**src/hdl/cv3f_pkg.sv**
```systemverilog
// Shared types and constants for the 3x3 image convolution filter.
package cv3f_pkg;

    // Geometry and field widths
    localparam int MAX_WIDTH_DEF = 1024;
    localparam int PIX_W         = 8;
    localparam int OUT_COL_W     = 10;
    localparam int ROW_W         = 16;
    localparam int FW_W          = 11;
    localparam int COEF_W        = 16;
    localparam int NTAPS         = 9;

    // Configuration port
    localparam int ADDR_W = 6;
    localparam int DATA_W = 64;
    localparam int IDX_W  = 3;

    localparam logic [IDX_W-1:0] REG_FRAME_WIDTH  = 3'd0;
    localparam logic [IDX_W-1:0] REG_FRAME_HEIGHT = 3'd1;
    localparam logic [IDX_W-1:0] REG_COEFFS_LO    = 3'd2;
    localparam logic [IDX_W-1:0] REG_COEFFS_HI    = 3'd3;
    localparam logic [IDX_W-1:0] REG_COEFF_LAST   = 3'd4;

    localparam logic [FW_W-1:0]   RST_FRAME_WIDTH  = 11'd1024;
    localparam logic [ROW_W-1:0]  RST_FRAME_HEIGHT = 16'd768;
    localparam logic [63:0]       RST_COEFFS_LO    = 64'd0;
    localparam logic [63:0]       RST_COEFFS_HI    = 64'd16384;
    localparam logic [COEF_W-1:0] RST_COEFF_LAST   = 16'd0;

    // Arithmetic widths: 8u x 16s product, row sum of three, total of three rows
    localparam int PROD_W = 24;
    localparam int RSUM_W = 26;
    localparam int TSUM_W = 28;
    localparam int FRAC_W = 14;
    localparam int ROUND  = 8192;

    // Result queue
    localparam int FIFO_DEPTH = 8;

    typedef logic [PIX_W-1:0] t_pix;

    typedef struct packed {
        logic [OUT_COL_W-1:0] col;
        logic [ROW_W-1:0]     row;
        logic                 last;
    } t_tag;

    typedef struct packed {
        logic [PIX_W-1:0] value;
        t_tag             tag;
    } t_result;

endpackage

```
**src/hdl/cv3f_mac.sv**
```systemverilog
// Multiply-accumulate pipeline: nine products, three row sums, round and clamp.
module cv3f_mac (
    input  logic                                               i_clk,
    input  logic                                               i_rst_n,
    input  logic                                               i_valid,
    input  logic [cv3f_pkg::NTAPS-1:0][cv3f_pkg::PIX_W-1:0]    i_taps,
    input  logic [cv3f_pkg::NTAPS-1:0][cv3f_pkg::COEF_W-1:0]   i_coefs,
    input  cv3f_pkg::t_tag                                     i_tag,
    output logic                                               o_valid,
    output cv3f_pkg::t_result                                  o_result
);
    import cv3f_pkg::*;

    logic signed [PROD_W-1:0] n_prod [NTAPS];
    logic signed [PROD_W-1:0] r_prod [NTAPS];
    logic                     r_b_valid;
    t_tag                     r_b_tag;

    logic signed [RSUM_W-1:0] n_rsum [3];
    logic signed [RSUM_W-1:0] r_rsum [3];
    logic                     r_c_valid;
    t_tag                     r_c_tag;

    logic signed [TSUM_W-1:0] total;

    // Products of the masked taps with their coefficients.
    always_comb begin
        logic signed [PROD_W:0] p;
        for (int k = 0; k < NTAPS; k++) begin
            p = $signed({1'b0, i_taps[k]}) * $signed(i_coefs[k]);
            n_prod[k] = p[PROD_W-1:0];
        end
    end

    always_ff @(posedge i_clk) begin
        if (!i_rst_n) begin
            r_b_valid <= 1'b0;
        end else begin
            r_b_valid <= i_valid;
        end
        r_b_tag <= i_tag;
        for (int k = 0; k < NTAPS; k++) begin
            r_prod[k] <= n_prod[k];
        end
    end

    // One sum for each kernel row.
    always_comb begin
        for (int i = 0; i < 3; i++) begin
            n_rsum[i] = RSUM_W'(r_prod[3*i]) + RSUM_W'(r_prod[3*i+1])
                      + RSUM_W'(r_prod[3*i+2]);
        end
    end

    always_ff @(posedge i_clk) begin
        if (!i_rst_n) begin
            r_c_valid <= 1'b0;
        end else begin
            r_c_valid <= r_b_valid;
        end
        r_c_tag <= r_b_tag;
        for (int i = 0; i < 3; i++) begin
            r_rsum[i] <= n_rsum[i];
        end
    end

    // Round half up, then clamp to the pixel range.
    assign total = TSUM_W'(r_rsum[0]) + TSUM_W'(r_rsum[1]) + TSUM_W'(r_rsum[2])
                 + TSUM_W'(ROUND);

    always_comb begin
        o_result.tag = r_c_tag;
        if (total[TSUM_W-1]) begin
            o_result.value = '0;
        end else if (|total[TSUM_W-2:FRAC_W+PIX_W]) begin
            o_result.value = '1;
        end else begin
            o_result.value = total[FRAC_W+PIX_W-1:FRAC_W];
        end
    end

    assign o_valid = r_c_valid;

endmodule

```
**config.mk**
```make
export PLATFORM = sky130hd
export DESIGN_NAME = cv3f_mac
export DESIGN_NICKNAME = d
export VERILOG_FILES = /design/src/hdl/cv3f_pkg.sv /design/src/hdl/cv3f_mac.sv
export SDC_FILE = /design/constraint.sdc
export NUM_CORES = 2
export LEC_CHECK = 0
export ABC_CLOCK_PERIOD_IN_PS = 14400
export BUFFER_PORTS_ARGS = -buffer_cell sky130_fd_sc_hd__buf_4
export CAP_MARGIN = 20
export CORE_MARGIN = 2
export CORE_UTILIZATION = 65
export DETAILED_ROUTE_END_ITERATION = 10
export PLACE_DENSITY = 0.93
export SLEW_MARGIN = 20
export SYNTH_ARGS = -nofsm -noshare
export SYNTH_HDL_FRONTEND = slang
export SYNTH_SLANG_ARGS = --single-unit
```
**constraint.sdc**
```tcl
create_clock -name i_clk -period 14.4 [get_ports i_clk]
set_input_delay 2.88 -clock i_clk [delete_from_list [all_inputs] [get_ports i_clk]]
set_output_delay 2.88 -clock i_clk [all_outputs]
set_load 0.02 [all_outputs]
```
==> key figures <==
Status
  – Outcome: finished clean

Clocking
  – PostCTS Resize Cnt: 0
  – Root buffer cell: clkbuf_16
  – Post-CTS Hold Fix Bufs: 0
  – CTS tree: yes
  – Total CTS buffers: 39
  – Clock Sinks: 350
  – Longest Clk Path Bufs: 3
  – Post-CTS Repair Setup Buffers: 0
  – Clk slew on worst S/H paths: 60 ps
  – Clk_lat worst skew: 570 ps
  – H-tree depth: 2

Global route
  – Met2 Resource Use GR: 53.3%
  – Met1 Use GR: 38.7%
  – Remaining Overflow, GRT: 0
  – Initial antenna violation count: 15
  – Busiest layer in global routing: met2
  – Tot GR Track Use: 30.7%
  – Pin count of the biggest net entering global routing: 17
  – Vias in the first global route: 42,500
  – First-pass GRT wire length: 209,000 um
  – Met3 Use GR: 4.99%

Placement
  – Port Buffers: 281
  – Final HPWL from detailed placement: 105,000 um
  – Routability cong.: 0.924
  – Pre-CTS WS: 6520 ps

Floorplanning
  – Rows: 104
  – Core area: 80,800 um2
  – Chip width: 290 um
  – Initial Util: 65.9%
  – IO Pins: 282
  – DIE HEIGHT: 290 um
  – Die Area: 84,200 um2

STA
  – Final setup violation count: 0
  – Setup tns final: 0 ps
  – Final min period: 7720 ps
  – RSZ-0062 raised after global routing: no
  – Maximum clock frequency: 130 MHz
  – Post-layout worst setup margin: 6680 ps
  – Max-slew headroom at the worst pin: 51.0%
  – Worst-Margin Slew: 716 ps
  – Period utilization: 53.6%
  – Max Slew Vio Count: 0
  – Worst Clk Skew: 24.2 ps
  – Hold violation total from the final report: 0

Yosys
  – Share of the synthesized area in the top cell type: 37.6%
  – Post-synth top flop: dfxtp_1
  – Flops & latches, synth: 350
  – Cell Area, Synth: 53,300 um2
  – Post-synthesis net count: 7,657
  – Cell variety after synth: 71
  – Yosys warns: 0
  – Synth top area cells: fa_1, dfxtp_1, ha_1, inv_1, and2_1
  – Seq/Total Area, Yosys: 13.2%
  – Asr flop ratio synth: 0%
  – Post-synth EDFFs: 0
  – Area leader, netlist: fa_1
  – Mapped Cells: 5,866
  – Mean Syn Cell Area: 9.08 um2

Routing
  – Routed wire per std cell: 17.4 um
  – 1st-pass router iterations: 6
  – DRT iter0 DRCs: 2,859
  – Final wirelength: 125,000 um
  – Remaining DRCs: 0
  – Antenna-violating nets left: 0
  – Vias per cell: 5.50
  – Vias: 39,700

Worst hold path
  – Tightest Hold Check Type: register to register

Setup path
  – Crit-path max FO: 8
  – CP Capture Type: output port
  – FF-to-FF Start: r_prod[0][144]$_DFF_P_
  – Setup CP Type: register to output port
  – Critical Path RT: 11,520 ps
  – Worst reg2reg endpoint: r_rsum[0][75]$_DFF_P_
  – CP startpoint: r_rsum[0][38]$_DFF_P_
  – Worst setup endpoint: o_result[29]
  – Cells on worst reg2reg path: 15
  – CP arrival: 4840 ps
  – Setup crit start kind: register
  – FF-to-FF setup slack: 10,560 ps

Cells and area
  – Layout cells sized above 1: 6.22%
  – # fillers: 5,469
  – Core Util, Final: 71.5%
  – Nets: 7,899
  – Synthesis-to-layout area growth: 8.48%

Run
  – Maximum capacitance violations: 0
## registers in the layout, indices dropped and copies added, names as in the netlist
| signal | count |
|---|---|
| o_valid | 1 |
| r_prod | 216 |
| r_b_valid | 1 |
| r_rsum | 78 |
| o_result | 27 |
| r_b_tag | 27 |
## Yosys cell counts, types with 4 or more instances
master / n
nand4_1: 8
a221oi_1: 4
o21bai_1: 27
nand2_1: 713
or3_1: 12
and3_1: 21
xor2_1: 69
a21oi_1: 156
o211ai_1: 11
a2111oi_0: 4
ha_1: 545
dfxtp_1: 350
a21o_1: 74
o41ai_1: 4
xnor2_1: 201
o21ai_1: 9
a31oi_1: 19
nand2b_1: 21
nor3_1: 58
fa_1: 1000
nand3_1: 40
nand3b_1: 5
nor2b_1: 22
a31o_2: 9
o31ai_1: 9
or2_2: 5
a211oi_1: 11
clkbuf_1: 80
a211o_1: 4
and2_1: 519
o21a_1: 35
o21ai_0: 73
nor2_1: 150
inv_1: 1537
## worst min-delay path by stage
stage                         from                   end  slack [ps]  cells past startpoint
2_1_floorplan   r_b_tag[0]$_DFF_P_   o_result[0]$_DFF_P_         310                      0
3_3_place_gp    r_b_tag[0]$_DFF_P_   o_result[0]$_DFF_P_         310                      0
3_5_place_dp   r_b_tag[23]$_DFF_P_  o_result[23]$_DFF_P_         310                      0
4_1_cts        r_b_tag[20]$_DFF_P_  o_result[20]$_DFF_P_         320                      0
5_1_grt        r_b_tag[20]$_DFF_P_  o_result[20]$_DFF_P_         330                      0
6_report       r_b_tag[23]$_DFF_P_  o_result[23]$_DFF_P_         330                      0
## worst max-delay path, cell delays in order (launching register included)
cell and delay [ps]:
dfxtp_1 320, inv_1 70, fa_1 390, inv_1 80, fa_1 420, ha_1 350, a21o_1 220, a311oi_1 370
o211a_1 250, a21o_2 180, a31oi_4 140, a2111oi_2 460, nor3_1 130, mux2i_1 160, a31o_4 260, o21a_1 290
buf_4 200
## layout by cell type (no fill, tap or decap), types with 12 or more instances in the layout
cell type	synthesis	routed
o21bai_1	27	27
dfxtp_1	350	350
a21o_1	74	74
a31oi_1	19	19
nand3_1	40	40
nor2b_1	22	22
ha_1	545	545
o21a_1	35	35
o21ai_0	73	73
xnor2_1	201	201
nor3_1	58	58
fa_1	1000	1000
and2_1	519	519
buf_4	0	281
inv_1	1537	1537
clkbuf_16	0	41
nor2_1	150	150
or3_1	12	12
nand2b_1	21	21
nand2_1	713	713
and3_1	21	21
a21oi_1	156	156
xor2_1	69	69
## logic make-up after synthesis
kind of cell    synth area share [%]
flops                           13.2
compound gates                  6.07
fa+ha+maj                       50.4
xor+xnor                        4.47
simple gates                    14.5
buf+inv                         11.4
mux                           0.0188
## layout make-up
type / count / area [um2] / area share, %
Multi-Input combinational cell: 3899 / 40200 / 69.5
Sequential cell: 350 / 7010 / 12.1
Tap cell: 1060 / 1330 / 2.30
Inverter: 1537 / 5770 / 9.99
Clock inverter: 25 / 287 / 0.496
Timing Repair Buffer: 281 / 2110 / 3.65
Clock buffer: 46 / 1060 / 1.84
Antenna cell: 11 / 27.5 / 0.0477
## routing by layer
layer	up-vias	share of wire (%)
met1	19700	38
li1	17900	-
met4	6	4.2
met5	-	0.029
met2	1571	50
met3	410	7.3
## through the flow
stage	cells	area (um2)	hold WS, ps
6_report	7209	57800	325
3_3_place_gp	7127	56400	310
4_1_cts	7198	57700	325
5_1_grt	7209	57800	326
3_5_place_dp	7127	56400	312
2_1_floorplan	5866	53300	310
Power is not shown: default switching activity piles up to over one toggle a cycle in this logic, so the estimate is an artifact.
