==> config.mk <==
export PLATFORM = sky130hd
export DESIGN_NAME = cv3f_fifo
export DESIGN_NICKNAME = d
export VERILOG_FILES = /design/src/hdl/cv3f_pkg.sv /design/src/hdl/cv3f_fifo.sv
export SDC_FILE = /design/constraint.sdc
export NUM_CORES = 1
export LEC_CHECK = 0
export BUFFER_PORTS_ARGS = -buffer_cell sky130_fd_sc_hd__buf_4
export CAP_MARGIN = 20
export CORE_UTILIZATION = 65
export CTS_CLUSTER_SIZE = 28
export DETAILED_ROUTE_END_ITERATION = 10
export GPL_ROUTABILITY_DRIVEN = 0
export GPL_TIMING_DRIVEN = 0
export PLACE_DENSITY = 0.83
export SETUP_SLACK_MARGIN = 0.1
export SLEW_MARGIN = 20
export SYNTH_ARGS = -nofsm -noshare
export SYNTH_HDL_FRONTEND = slang
export SYNTH_SLANG_ARGS = --single-unit
==> constraint.sdc <==
create_clock -name i_clk -period 9.5 [get_ports i_clk]
set_clock_uncertainty 0.1 [all_clocks]
set_input_delay 0 -clock i_clk [delete_from_list [all_inputs] [get_ports i_clk]]
set_output_delay 0 -clock i_clk [all_outputs]
set_load 0.05 [all_outputs]
==> src/hdl/cv3f_pkg.sv <==
// Shared types and constants for the 3x3 image convolution filter.
package cv3f_pkg;

    // Geometry and field widths
    localparam int MAX_WIDTH_DEF = 1024;
    localparam int PIX_W         = 8;
    localparam int OUT_COL_W     = 10;
    localparam int ROW_W         = 16;
    localparam int FW_W          = 11;
    localparam int COEF_W        = 16;
    localparam int NTAPS         = 9;

    // Configuration port
    localparam int ADDR_W = 6;
    localparam int DATA_W = 64;
    localparam int IDX_W  = 3;

    localparam logic [IDX_W-1:0] REG_FRAME_WIDTH  = 3'd0;
    localparam logic [IDX_W-1:0] REG_FRAME_HEIGHT = 3'd1;
    localparam logic [IDX_W-1:0] REG_COEFFS_LO    = 3'd2;
    localparam logic [IDX_W-1:0] REG_COEFFS_HI    = 3'd3;
    localparam logic [IDX_W-1:0] REG_COEFF_LAST   = 3'd4;

    localparam logic [FW_W-1:0]   RST_FRAME_WIDTH  = 11'd1024;
    localparam logic [ROW_W-1:0]  RST_FRAME_HEIGHT = 16'd768;
    localparam logic [63:0]       RST_COEFFS_LO    = 64'd0;
    localparam logic [63:0]       RST_COEFFS_HI    = 64'd16384;
    localparam logic [COEF_W-1:0] RST_COEFF_LAST   = 16'd0;

    // Arithmetic widths: 8u x 16s product, row sum of three, total of three rows
    localparam int PROD_W = 24;
    localparam int RSUM_W = 26;
    localparam int TSUM_W = 28;
    localparam int FRAC_W = 14;
    localparam int ROUND  = 8192;

    // Result queue
    localparam int FIFO_DEPTH = 8;

    typedef logic [PIX_W-1:0] t_pix;

    typedef struct packed {
        logic [OUT_COL_W-1:0] col;
        logic [ROW_W-1:0]     row;
        logic                 last;
    } t_tag;

    typedef struct packed {
        logic [PIX_W-1:0] value;
        t_tag             tag;
    } t_result;

endpackage

==> src/hdl/cv3f_fifo.sv <==
// Result queue between the arithmetic pipeline and the output stream.
module cv3f_fifo (
    input  logic              i_clk,
    input  logic              i_rst_n,
    input  logic              i_push,
    input  cv3f_pkg::t_result i_data,
    input  logic              i_pop,
    output logic              o_valid,
    output cv3f_pkg::t_result o_data
);
    import cv3f_pkg::*;

    localparam int AW = $clog2(FIFO_DEPTH);

    t_result           r_slot [FIFO_DEPTH];
    logic [AW-1:0]     r_head;
    logic [AW-1:0]     r_tail;
    logic [AW:0]       r_count;
    logic              do_pop;

    assign do_pop  = i_pop && (r_count != '0);
    assign o_valid = (r_count != '0);
    assign o_data  = r_slot[r_head];

    // Pointers and fill level.
    always_ff @(posedge i_clk) begin
        if (!i_rst_n) begin
            r_head  <= '0;
            r_tail  <= '0;
            r_count <= '0;
        end else begin
            if (i_push) begin
                r_tail <= r_tail + 1'b1;
            end
            if (do_pop) begin
                r_head <= r_head + 1'b1;
            end
            r_count <= r_count + (AW+1)'(i_push) - (AW+1)'(do_pop);
        end
    end

    // Storage.
    always_ff @(posedge i_clk) begin
        if (i_push) begin
            r_slot[r_tail] <= i_data;
        end
    end

endmodule
==> run metrics, run 1 <==
status complete, no violations; Core Area roughly 17000 um2; post-route setup TNS 0 ns; Ant. Diodes 0; vias in the first global route 5948; Die Y about 130 um; Area Growth Syn to Fin 22.0%; Mapped Nets between 500 and 600; die area 18100 um2; crit path max fanout 10; Starting DRT DRC Count 409; post-CTS setup buffers 0; most frequent cells in the layout 280 x edfxtp_1, 79 x buf_4, 70 x mux4_1, 38 x dlygate4sd3_1, 35 x mux2_2; mapped cell area 11400 um2; initial antenna violation count 0; via/cell ratio 6.32; layout cells sized above 1 28.5%; dpl ws approximately 7.1 ns; Worst VDD drop 0.215 mV; Least-Margin Pin Slew 0.820 ns; total track usage 27.0%; post-synthesis register bit count around 300; clk_lat worst skew 0.53 ns; share of the synthesized area in the top cell type 73.5%; CTS Hold Buffers Added 38; most common cell after layout, fill and taps aside edfxtp_1; # rows 48; yosys warns 0; unrepaired setup endpoints after global routing false; Final Util 81.0%; DR WL/cell 26.5 um; Setup-failing EPs final 0; worst setup path category register to output pin; First-pass DRT Iterations 5; # nets final 683; Via Count 5591; crit share post-route between 20% and 30%; Non-Filler Instances 884; number of CTS-inserted buffers 28; Clock Path Buffers 3; clock-pin slew on the worst setup and hold paths 0.07 ns; die width around 130 um; H-Tree Depth 1; Placed Cells 794; min-delay worst type input pin to register; Sinks on Clock Net 293; max_cap viols 0; Routed WL 23500 um; # resized after CTS 0; Final Critical Period between 2 and 3 ns; Slew Limit Fails 0; Lkg Pwr approximately 4.8 nW; post-synth top area cell edfxtp_1; power density over cell area 235 nW/um2; PortBufs 74; register area share after synthesis 75.7%; largest net degree at the start of global routing 20; CP required 9.40 ns; syn_area_per_cell about 24 um2; Fin. Hold Viols 0; global-route wire length before repair between 30000 and 40000 um; CTS tree done; slew margin rel. 45.3%; Setup crit start kind register; I/O Pins 75; Post-route DRC 0; synth top area cells edfxtp_1 73%, mux4_1 16%, mux2_2 3.4%; Routed Antenna Nets 0; Mapped Cells around 480; Initial Util approximately two thirds; GR Overflow Total 0; post-DP HPWL 13600 um; Yosys cell types 24; CTS Root Cell clkbuf_16; highest clock rate approximately 350 MHz; crit end category output pin; critical path arrival ~2.7 ns; Pwr Total 3.29 mW; post-route setup slack 6.66 ns
-- layout make-up --
type | count | area [um2]
timing repair buffer | 130 | 1250
sequential | 293 | 8670
clock inverter | 20 | 175
inverter | 4 | 15.0
multi-input combinational | 159 | 2680
tap | 225 | 282
fill | 785 | 3270
buffer | 21 | 139
clock buffer | 32 | 757
-- sequential cells by signal, indices dropped and copies added, names as in the netlist, named ones only --
register and count:
r_count 4, r_tail 3, r_head 3, r_slot 280
-- kinds of logic (layout without fill, tap and decap cells) --
| kind of cell | Yosys count | after routing | share of synthesized area (%) |
|---|---|---|---|
| AOI/OAI and AO/OA | 2 | 2 | 0.109 |
| xor gates and xnor gates | 3 | 3 | 0.230 |
| adders and majority gates | 7 | 7 | 0.831 |
| buffers and inverters | 25 | 207 | 1.34 |
| DFF | 293 | 293 | 75.7 |
| muxes | 114 | 114 | 20.3 |
| and+or+nand+nor | 33 | 33 | 1.44 |
-- power by group --
group	switching, mW	internal [mW]	leakage, nW
logic	0.415	0.283	1.65
clock network	0.460	0.652	0.460
registers	0.0172	1.46	2.65
-- Yosys cell counts --
library cell / n
a21o_1: 1
mux2_2: 35
buf_1: 2
fa_1: 1
edfxtp_1: 280
mux4_1: 70
and2_1: 4
or3b_2: 1
nand2b_1: 6
inv_1: 4
a21oi_1: 1
or2_2: 1
xor2_1: 1
mux2i_1: 9
clkbuf_1: 11
buf_6: 8
nor2b_1: 2
nand2_1: 9
xnor2_1: 2
ha_1: 6
nand3_1: 1
dfxtp_1: 13
nor3_1: 2
nor2_1: 7
-- routing by layer --
| layer | share of wire (%) | up-vias | global-route usage [%] |
|---|---|---|---|
| met5 | 0 | - | 0 |
| met4 | 3.5 | 0 | 11.4 |
| met3 | 6.1 | 70 | 4.54 |
| met2 | 53 | 268 | 47.8 |
| met1 | 38 | 2859 | 33.3 |
| li1 | - | 2394 | - |
-- final timing paths --
kind	startpoint	depth (start not counted)	slack (ns)	end
worst max-delay path	register	5	6.66	o_data[3]
worst min-delay path	i_data[6]	2	0.14	r_slot[7][6]$_DFFE_PP_
worst max register to register	r_count[2]$_SDFF_PN0_	10	6.95	r_count[2]$_SDFF_PN0_
worst min register to register	r_head[2]$_SDFFE_PN0P_	2	0.46	r_head[2]$_SDFFE_PN0P_
-- metrics by stage --
stage                     cell area, um2  hold slack (ns)
final                              14000            0.142
after global routing               14000            0.142
after CTS                          14000            0.126
after detailed placement           12700            0.136
after global placement             12300            0.123
after floorplan                    11400         -0.00113
-- worst max-delay path, stage by stage (launching register included) --
cell	delay, ns
dfxtp_1	0.32
clkbuf_1	0.29
clkbuf_1	0.65
mux4_1	0.43
mux2_2	0.31
buf_4	0.20
(Power assumes the default switching activity.)
==> inputs of run 2 (changes only) <==
--- a/config.mk
+++ b/config.mk
@@ -7,12 +7,12 @@
 export LEC_CHECK = 0
 export BUFFER_PORTS_ARGS = -buffer_cell sky130_fd_sc_hd__buf_4
 export CAP_MARGIN = 20
-export CORE_UTILIZATION = 65
+export CORE_UTILIZATION = 60
 export CTS_CLUSTER_SIZE = 28
 export DETAILED_ROUTE_END_ITERATION = 10
 export GPL_ROUTABILITY_DRIVEN = 0
 export GPL_TIMING_DRIVEN = 0
-export PLACE_DENSITY = 0.83
+export PLACE_DENSITY = 0.77
 export SETUP_SLACK_MARGIN = 0.1
 export SLEW_MARGIN = 20
 export SYNTH_ARGS = -nofsm -noshare
==> constraint.sdc (replaced) <==
create_clock -name i_clk -period 2.7 [get_ports i_clk]
set_clock_uncertainty 0.1 [all_clocks]
set_input_delay 0 -clock i_clk [delete_from_list [all_inputs] [get_ports i_clk]]
set_output_delay 0 -clock i_clk [all_outputs]
set_load 0.05 [all_outputs]
==> run 2 against run 1 <==
Net effect:
- critical path depth unchanged
- combinational power increased to 3.4 times the previous value
- cell area grew 0.24%
- critical path type unchanged
- setup slack worse by 6.4 ns
- count of clock-buffer cells in the layout is 4 higher
==> run metrics, run 2 (synthesis results as in run 1) <==
Filler cells 1019 (+30%); DR WL/cell 23.9 um (-9.8%); Die Y 140 um (+4.0%); unrepaired setup endpoints after global routing false; power density over cell area 812 nW/um2 (+250%); number of CTS-inserted buffers 29 (+3.6%); Worst VDD drop 0.768 mV (+260%); Pwr Total 11.4 mW (+250%); vias in the first global route 5668 (-4.7%); Slew Limit Fails 0 (unchanged); Post-route DRC 0 (unchanged); Lkg Pwr 4.77 nW (about the same); First-pass DRT Iterations 4 (-1); PortBufs 74 (unchanged); most frequent cells in the layout 280 x edfxtp_1, 74 x buf_4, 70 x mux4_1, 38 x dlygate4sd3_1, 35 x mux2_2; crit path cell chain clkbuf_1 > buf_2 > mux4_1 > mux2_2 > buf_4; via/cell ratio 6.01 (-4.9%); Initial Util 61.2% (-5.2 points); most common cell after layout, fill and taps aside edfxtp_1; CP required 2.60 ns (-6.80 ns); layout cells sized above 1 29.1% (+0.61 points); Routed Antenna Nets 0 (unchanged); Biggest register r_slot; Worst path slowest cell mux4_1; Placed Cells 801 (+0.88%); critical path arrival 2.39 ns (-0.35 ns); # nets final 682 (-0.15%); Hold EP r_slot[5][12]$_DFFE_PP_; largest net degree at the start of global routing 20 (unchanged); max reg flops 280 (unchanged); max incr delay on CP 0.38 ns (-0.27 ns); Ant. Diodes 0 (unchanged); WHS Path Cells 2 (unchanged); initial antenna violation count 0 (unchanged); Core Area 18700 um2 (+8.5%); crit share post-route 92.2%; max_cap viols 0 (unchanged); clk_lat worst skew 0.54 ns (about the same); Fin. Hold Viols 0 (unchanged); die width 140 um (+4.0%); Least-Margin Pin Slew 0.760 ns (-0.0602 ns); CTS Root Cell clkbuf_16; CTS tree done; min-delay worst type input pin to register; r2r worst-path depth 9 (-1); die area 19600 um2 (+8.2%); Final Critical Period 2.49 ns; Setup-failing EPs final 0 (unchanged); crit end category output pin; Reg-to-Reg End r_count[1]$_SDFF_PN0_; post-DP HPWL 13100 um (-3.2%); GR Overflow Total 0 (unchanged); setup slack, reg-to-reg 0.28 ns (-6.67 ns); slew margin rel. 49.2% (+3.9 points); Sinks on Clock Net 293 (unchanged); status complete, no violations; Routed WL 21400 um (-8.9%); Area Growth Syn to Fin 22.3%; highest clock rate around 400 MHz; clock-pin slew on the worst setup and hold paths 0.06 ns (about the same); Setup crit start kind register; Starting DRT DRC Count 392 (-4.2%); crit path max fanout 10 (unchanged); global-route wire length before repair 32500 um (-5.8%); biggest regs r_slot (280), r_count (4); Via Count 5369 (-4.0%); I/O Pins 75 (unchanged); total track usage 22.8% (-4.3 points); worst setup path category register to output pin; H-Tree Depth 1 (unchanged); reg2reg start r_count[2]$_SDFF_PN0_; Non-Filler Instances 893 (+1.0%); Final Util 74.8% (-6.2 points); beginning of the worst hold path i_data[12]; Clock Path Buffers 3 (unchanged); # rows 50 (+4.2%)
[run 2: how the worst max path moves through the flow]
stage	end	cells after the start
after detailed placement	r_count[1]$_SDFF_PN0_	9
final	o_data[13]	5
after CTS	o_data[13]	5
after global placement	r_slot[1][17]$_DFFE_PP_	2
after floorplan	r_slot[1][0]$_DFFE_PP_	2
after global routing	o_data[13]	5
[run 2: critical path: cells and delay by family, from the launching register on]
family	cells	cell delay, ns
multiplexers	2	0.67
flip-flops	1	0.31
buffers and inverters	3	0.86
[run 2: area by class of cell]
class	instances	area, um2	area share [%]
inverter	4	15.0	0.107
clock buffer	36	762	5.44
sequential	293	8670	61.9
buffer	21	151	1.08
tap	234	293	2.09
multi-input combinational	159	2690	19.2
clock inverter	18	140	1.00
timing repair buffer	128	1280	9.13
[run 2: timing repair]
item | CTS | global route
hold buffers | 38 | 0
resized for setup | 10 | 2
setup buffers | 0 | 0
endpoints found under the hold margin | 293 | 0
setup endpoints to repair | 35 | 4
[run 2: layer usage]
| layer | vias up | wire [um] | GRT usage [%] |
|---|---|---|---|
| met4 | 0 | 415 | 6.30 |
| li1 | 2393 | - | - |
| met1 | 2763 | 8910 | 30.8 |
| met5 | - | 0 | 0 |
| met3 | 39 | 1220 | 3.73 |
| met2 | 174 | 10800 | 38.9 |
[run 2: per-stage QoR]
step / setup TNS, ns / hold slack, ns / cell area [um2] / setup slack (ns)
floorplan: 0 / -0.00113 / 11500 / 0.142
global placement: -346.39 / 0.124 / 12300 / -1.41
detailed placement: 0 / 0.136 / 12700 / 0.300
CTS: 0 / 0.113 / 14000 / 0.134
global route: 0 / 0.129 / 14000 / 0.113
finish: 0 / 0.137 / 14000 / 0.210
[run 2: where the power goes]
group | internal, mW | leakage, nW | switching (mW) | total (mW)
clock | 2.18 | 0.431 | 1.59 | 3.77
combinational | 0.996 | 1.69 | 1.41 | 2.40
sequential | 5.13 | 2.65 | 0.0584 | 5.19
total | 8.31 | 4.77 | 3.06 | 11.4
==> inputs of run 3 (changes only) <==
--- a/config.mk
+++ b/config.mk
@@ -7,14 +7,15 @@
 export LEC_CHECK = 0
 export BUFFER_PORTS_ARGS = -buffer_cell sky130_fd_sc_hd__buf_4
 export CAP_MARGIN = 20
-export CORE_UTILIZATION = 60
+export CORE_UTILIZATION = 28
 export CTS_CLUSTER_SIZE = 28
 export DETAILED_ROUTE_END_ITERATION = 10
 export GPL_ROUTABILITY_DRIVEN = 0
 export GPL_TIMING_DRIVEN = 0
-export PLACE_DENSITY = 0.77
+export PLACE_DENSITY_LB_ADDON = 0.12
 export SETUP_SLACK_MARGIN = 0.1
 export SLEW_MARGIN = 20
 export SYNTH_ARGS = -nofsm -noshare
 export SYNTH_HDL_FRONTEND = slang
 export SYNTH_SLANG_ARGS = --single-unit
+export TNS_END_PERCENT = 10
==> run 3 against run 2 <==
Net effect:
- maximum frequency rose by 3.8%
- hold slack better by 0.045 ns
- critical path depth did not move
- count of clock-buffer cells in the layout rose by 13
- combinational power increased by 2%
- critical path type unchanged
- global-route usage down 11 points
- via count down 1.7%
==> run metrics, run 3 (synthesis results as in run 1) <==
I/O Pins 75 (unchanged); Non-Filler Instances 1195 (+34%); clk_lat worst skew 0.50 ns (-0.04 ns); status complete, no violations; die area 41700 um2 (+110%); Routed Antenna Nets 0 (unchanged); most frequent cells in the layout 280 x edfxtp_1, 78 x buf_4, 70 x mux4_1, 38 x dlygate4sd3_1, 37 x clkbuf_16; DR WL/cell 20.5 um (-15%); biggest regs r_slot (280), r_count (4); Final Critical Period 2.40 ns (-0.0912 ns); Core Area 40000 um2 (+110%); Die Y 204 um (+46%); max_cap viols 0 (unchanged); critical path arrival 2.30 ns (-0.09 ns); Routed WL 24400 um (+14%); most common cell after layout, fill and taps aside edfxtp_1; max reg flops 280 (unchanged); H-Tree Depth 2 (+1); Least-Margin Pin Slew 0.700 ns (-0.0600 ns); clock-pin slew on the worst setup and hold paths 0.05 ns (about the same); crit path max fanout 10 (unchanged); Clock Path Buffers 3 (unchanged); worst setup path category register to output pin; Sinks on Clock Net 293 (unchanged); crit end category output pin; crit path cell chain buf_6 > buf_6 > mux4_1 > mux2_2 > buf_4; unrepaired setup endpoints after global routing false; via/cell ratio 4.42 (-27%); global-route wire length before repair 36700 um (+13%); crit share post-route 88.9% (-3.4 points); layout cells sized above 1 30.2% (+1.1 points); post-DP HPWL 16000 um (+22%); max incr delay on CP 0.58 ns (+0.20 ns); Worst path slowest cell mux4_1; power density over cell area 817 nW/um2 (+0.58%); post-CTS setup buffers 0 (unchanged); vias in the first global route 5928 (+4.6%); post-route setup slack 0.301 ns (+0.0912 ns); total track usage 12.0% (-11 points); Via Count 5280 (-1.7%); Placed Cells 1096 (+37%); initial antenna violation count 1 (+1); highest clock rate 417 MHz (+3.8%); dpl ws 0.319 ns (+0.0186 ns); Slew Limit Fails 0 (unchanged); delay-heaviest family, CP multiplexers; GR Overflow Total 0 (unchanged); most used cell, CP buf_6; Worst VDD drop 0.373 mV (-51%); Lkg Pwr 4.88 nW (+2.3%); Area Growth Syn to Fin 27.2%; PortBufs 74 (unchanged); critical path buffer and inverter count 3 (unchanged); min-delay worst type input pin to register; First-pass DRT Iterations 4 (unchanged); Starting DRT DRC Count 163 (-58%); CTS Root Cell clkbuf_16; Setup crit start kind register; slew margin rel. 53.1% (+3.9 points); CP required 2.60 ns (about the same); CTS tree done; Initial Util 28.6% (-33 points); Fin. Hold Viols 0 (unchanged); # nets final 692 (+1.5%); # rows 73 (+46%); Biggest register r_slot; largest net degree at the start of global routing 18 (-10%); die width 204 um (+46%); Post-route DRC 0 (unchanged); Setup-failing EPs final 0 (unchanged); number of CTS-inserted buffers 35 (+21%)
==> run 3: cell types whose count changed in the layout (fill, tap and decap cells not counted), moves of 3 or more <==
| cell | before | now |
|---|---|---|
| buf_12 | 1 | 4 |
| clkinv_1 | 9 | 5 |
| clkbuf_1 | 9 | 13 |
| clkbuf_16 | 29 | 37 |
| buf_4 | 74 | 78 |
| buf_8 | 6 | 3 |
| clkbuf_4 | 0 | 3 |
==> run 3: path summary, 6_finish.rpt <==
check	from	endpoint	slack, ns	cells past startpoint
max	register	o_data[15]	0.30	5
max reg2reg	r_count[2]$_SDFF_PN0_	r_count[1]$_SDFF_PN0_	0.33	9
min	i_data[1]	r_slot[1][1]$_DFFE_PP_	0.18	2
min reg2reg	r_head[2]$_SDFFE_PN0P_	r_head[2]$_SDFFE_PN0P_	0.38	2
==> run 3: layer usage <==
metal	GRT usage, %	part of all wire (%)
met4	3.30	1.6
met2	20.9	51
met3	2.50	4.4
met1	15.1	43
met5	0	0.053
==> run 3: per-stage QoR <==
step / power, mW / setup TNS [ns] / hold slack, ns / util [%] / area, um2
after floorplan: 6.95 / -25.02 / -0.00113 / - / 11400
after global placement: 7.67 / -542.54 / 0.127 / 31.7 / 12700
after detailed placement: 7.74 / 0 / 0.136 / 32.8 / 13100
after CTS: 12.1 / 0 / 0.159 / 36.4 / 14600
after global routing: 12.4 / 0 / 0.188 / 36.4 / 14600
final: 11.9 / 0 / 0.182 / 36.4 / 14600
==> run 3: power by group <==
| part | leakage (nW) | internal (mW) | switching [mW] |
|---|---|---|---|
| clock network | 0.504 | 2.59 | 1.68 |
| registers | 2.65 | 5.14 | 0.0497 |
| logic | 1.72 | 1.00 | 1.44 |
==> run 3: what timing repair did <==
item | 4_1_cts | 5_1_grt
hold buffers | 38 | 0
gates resized for setup | 12 | 7
hold endpoints to repair | 293 | 0
endpoints found under the setup margin | 35 | 33
==> run 3: area by class of cell <==
type,count,area (um2)
antenna,1,2.50
buffer,21,161
clock buffer,49,971
clock inverter,11,78.8
fill,3711,25400
inverter,4,15.0
multi-input combinational,159,2680
sequential,293,8670
tap,525,657
timing repair buffer,132,1320
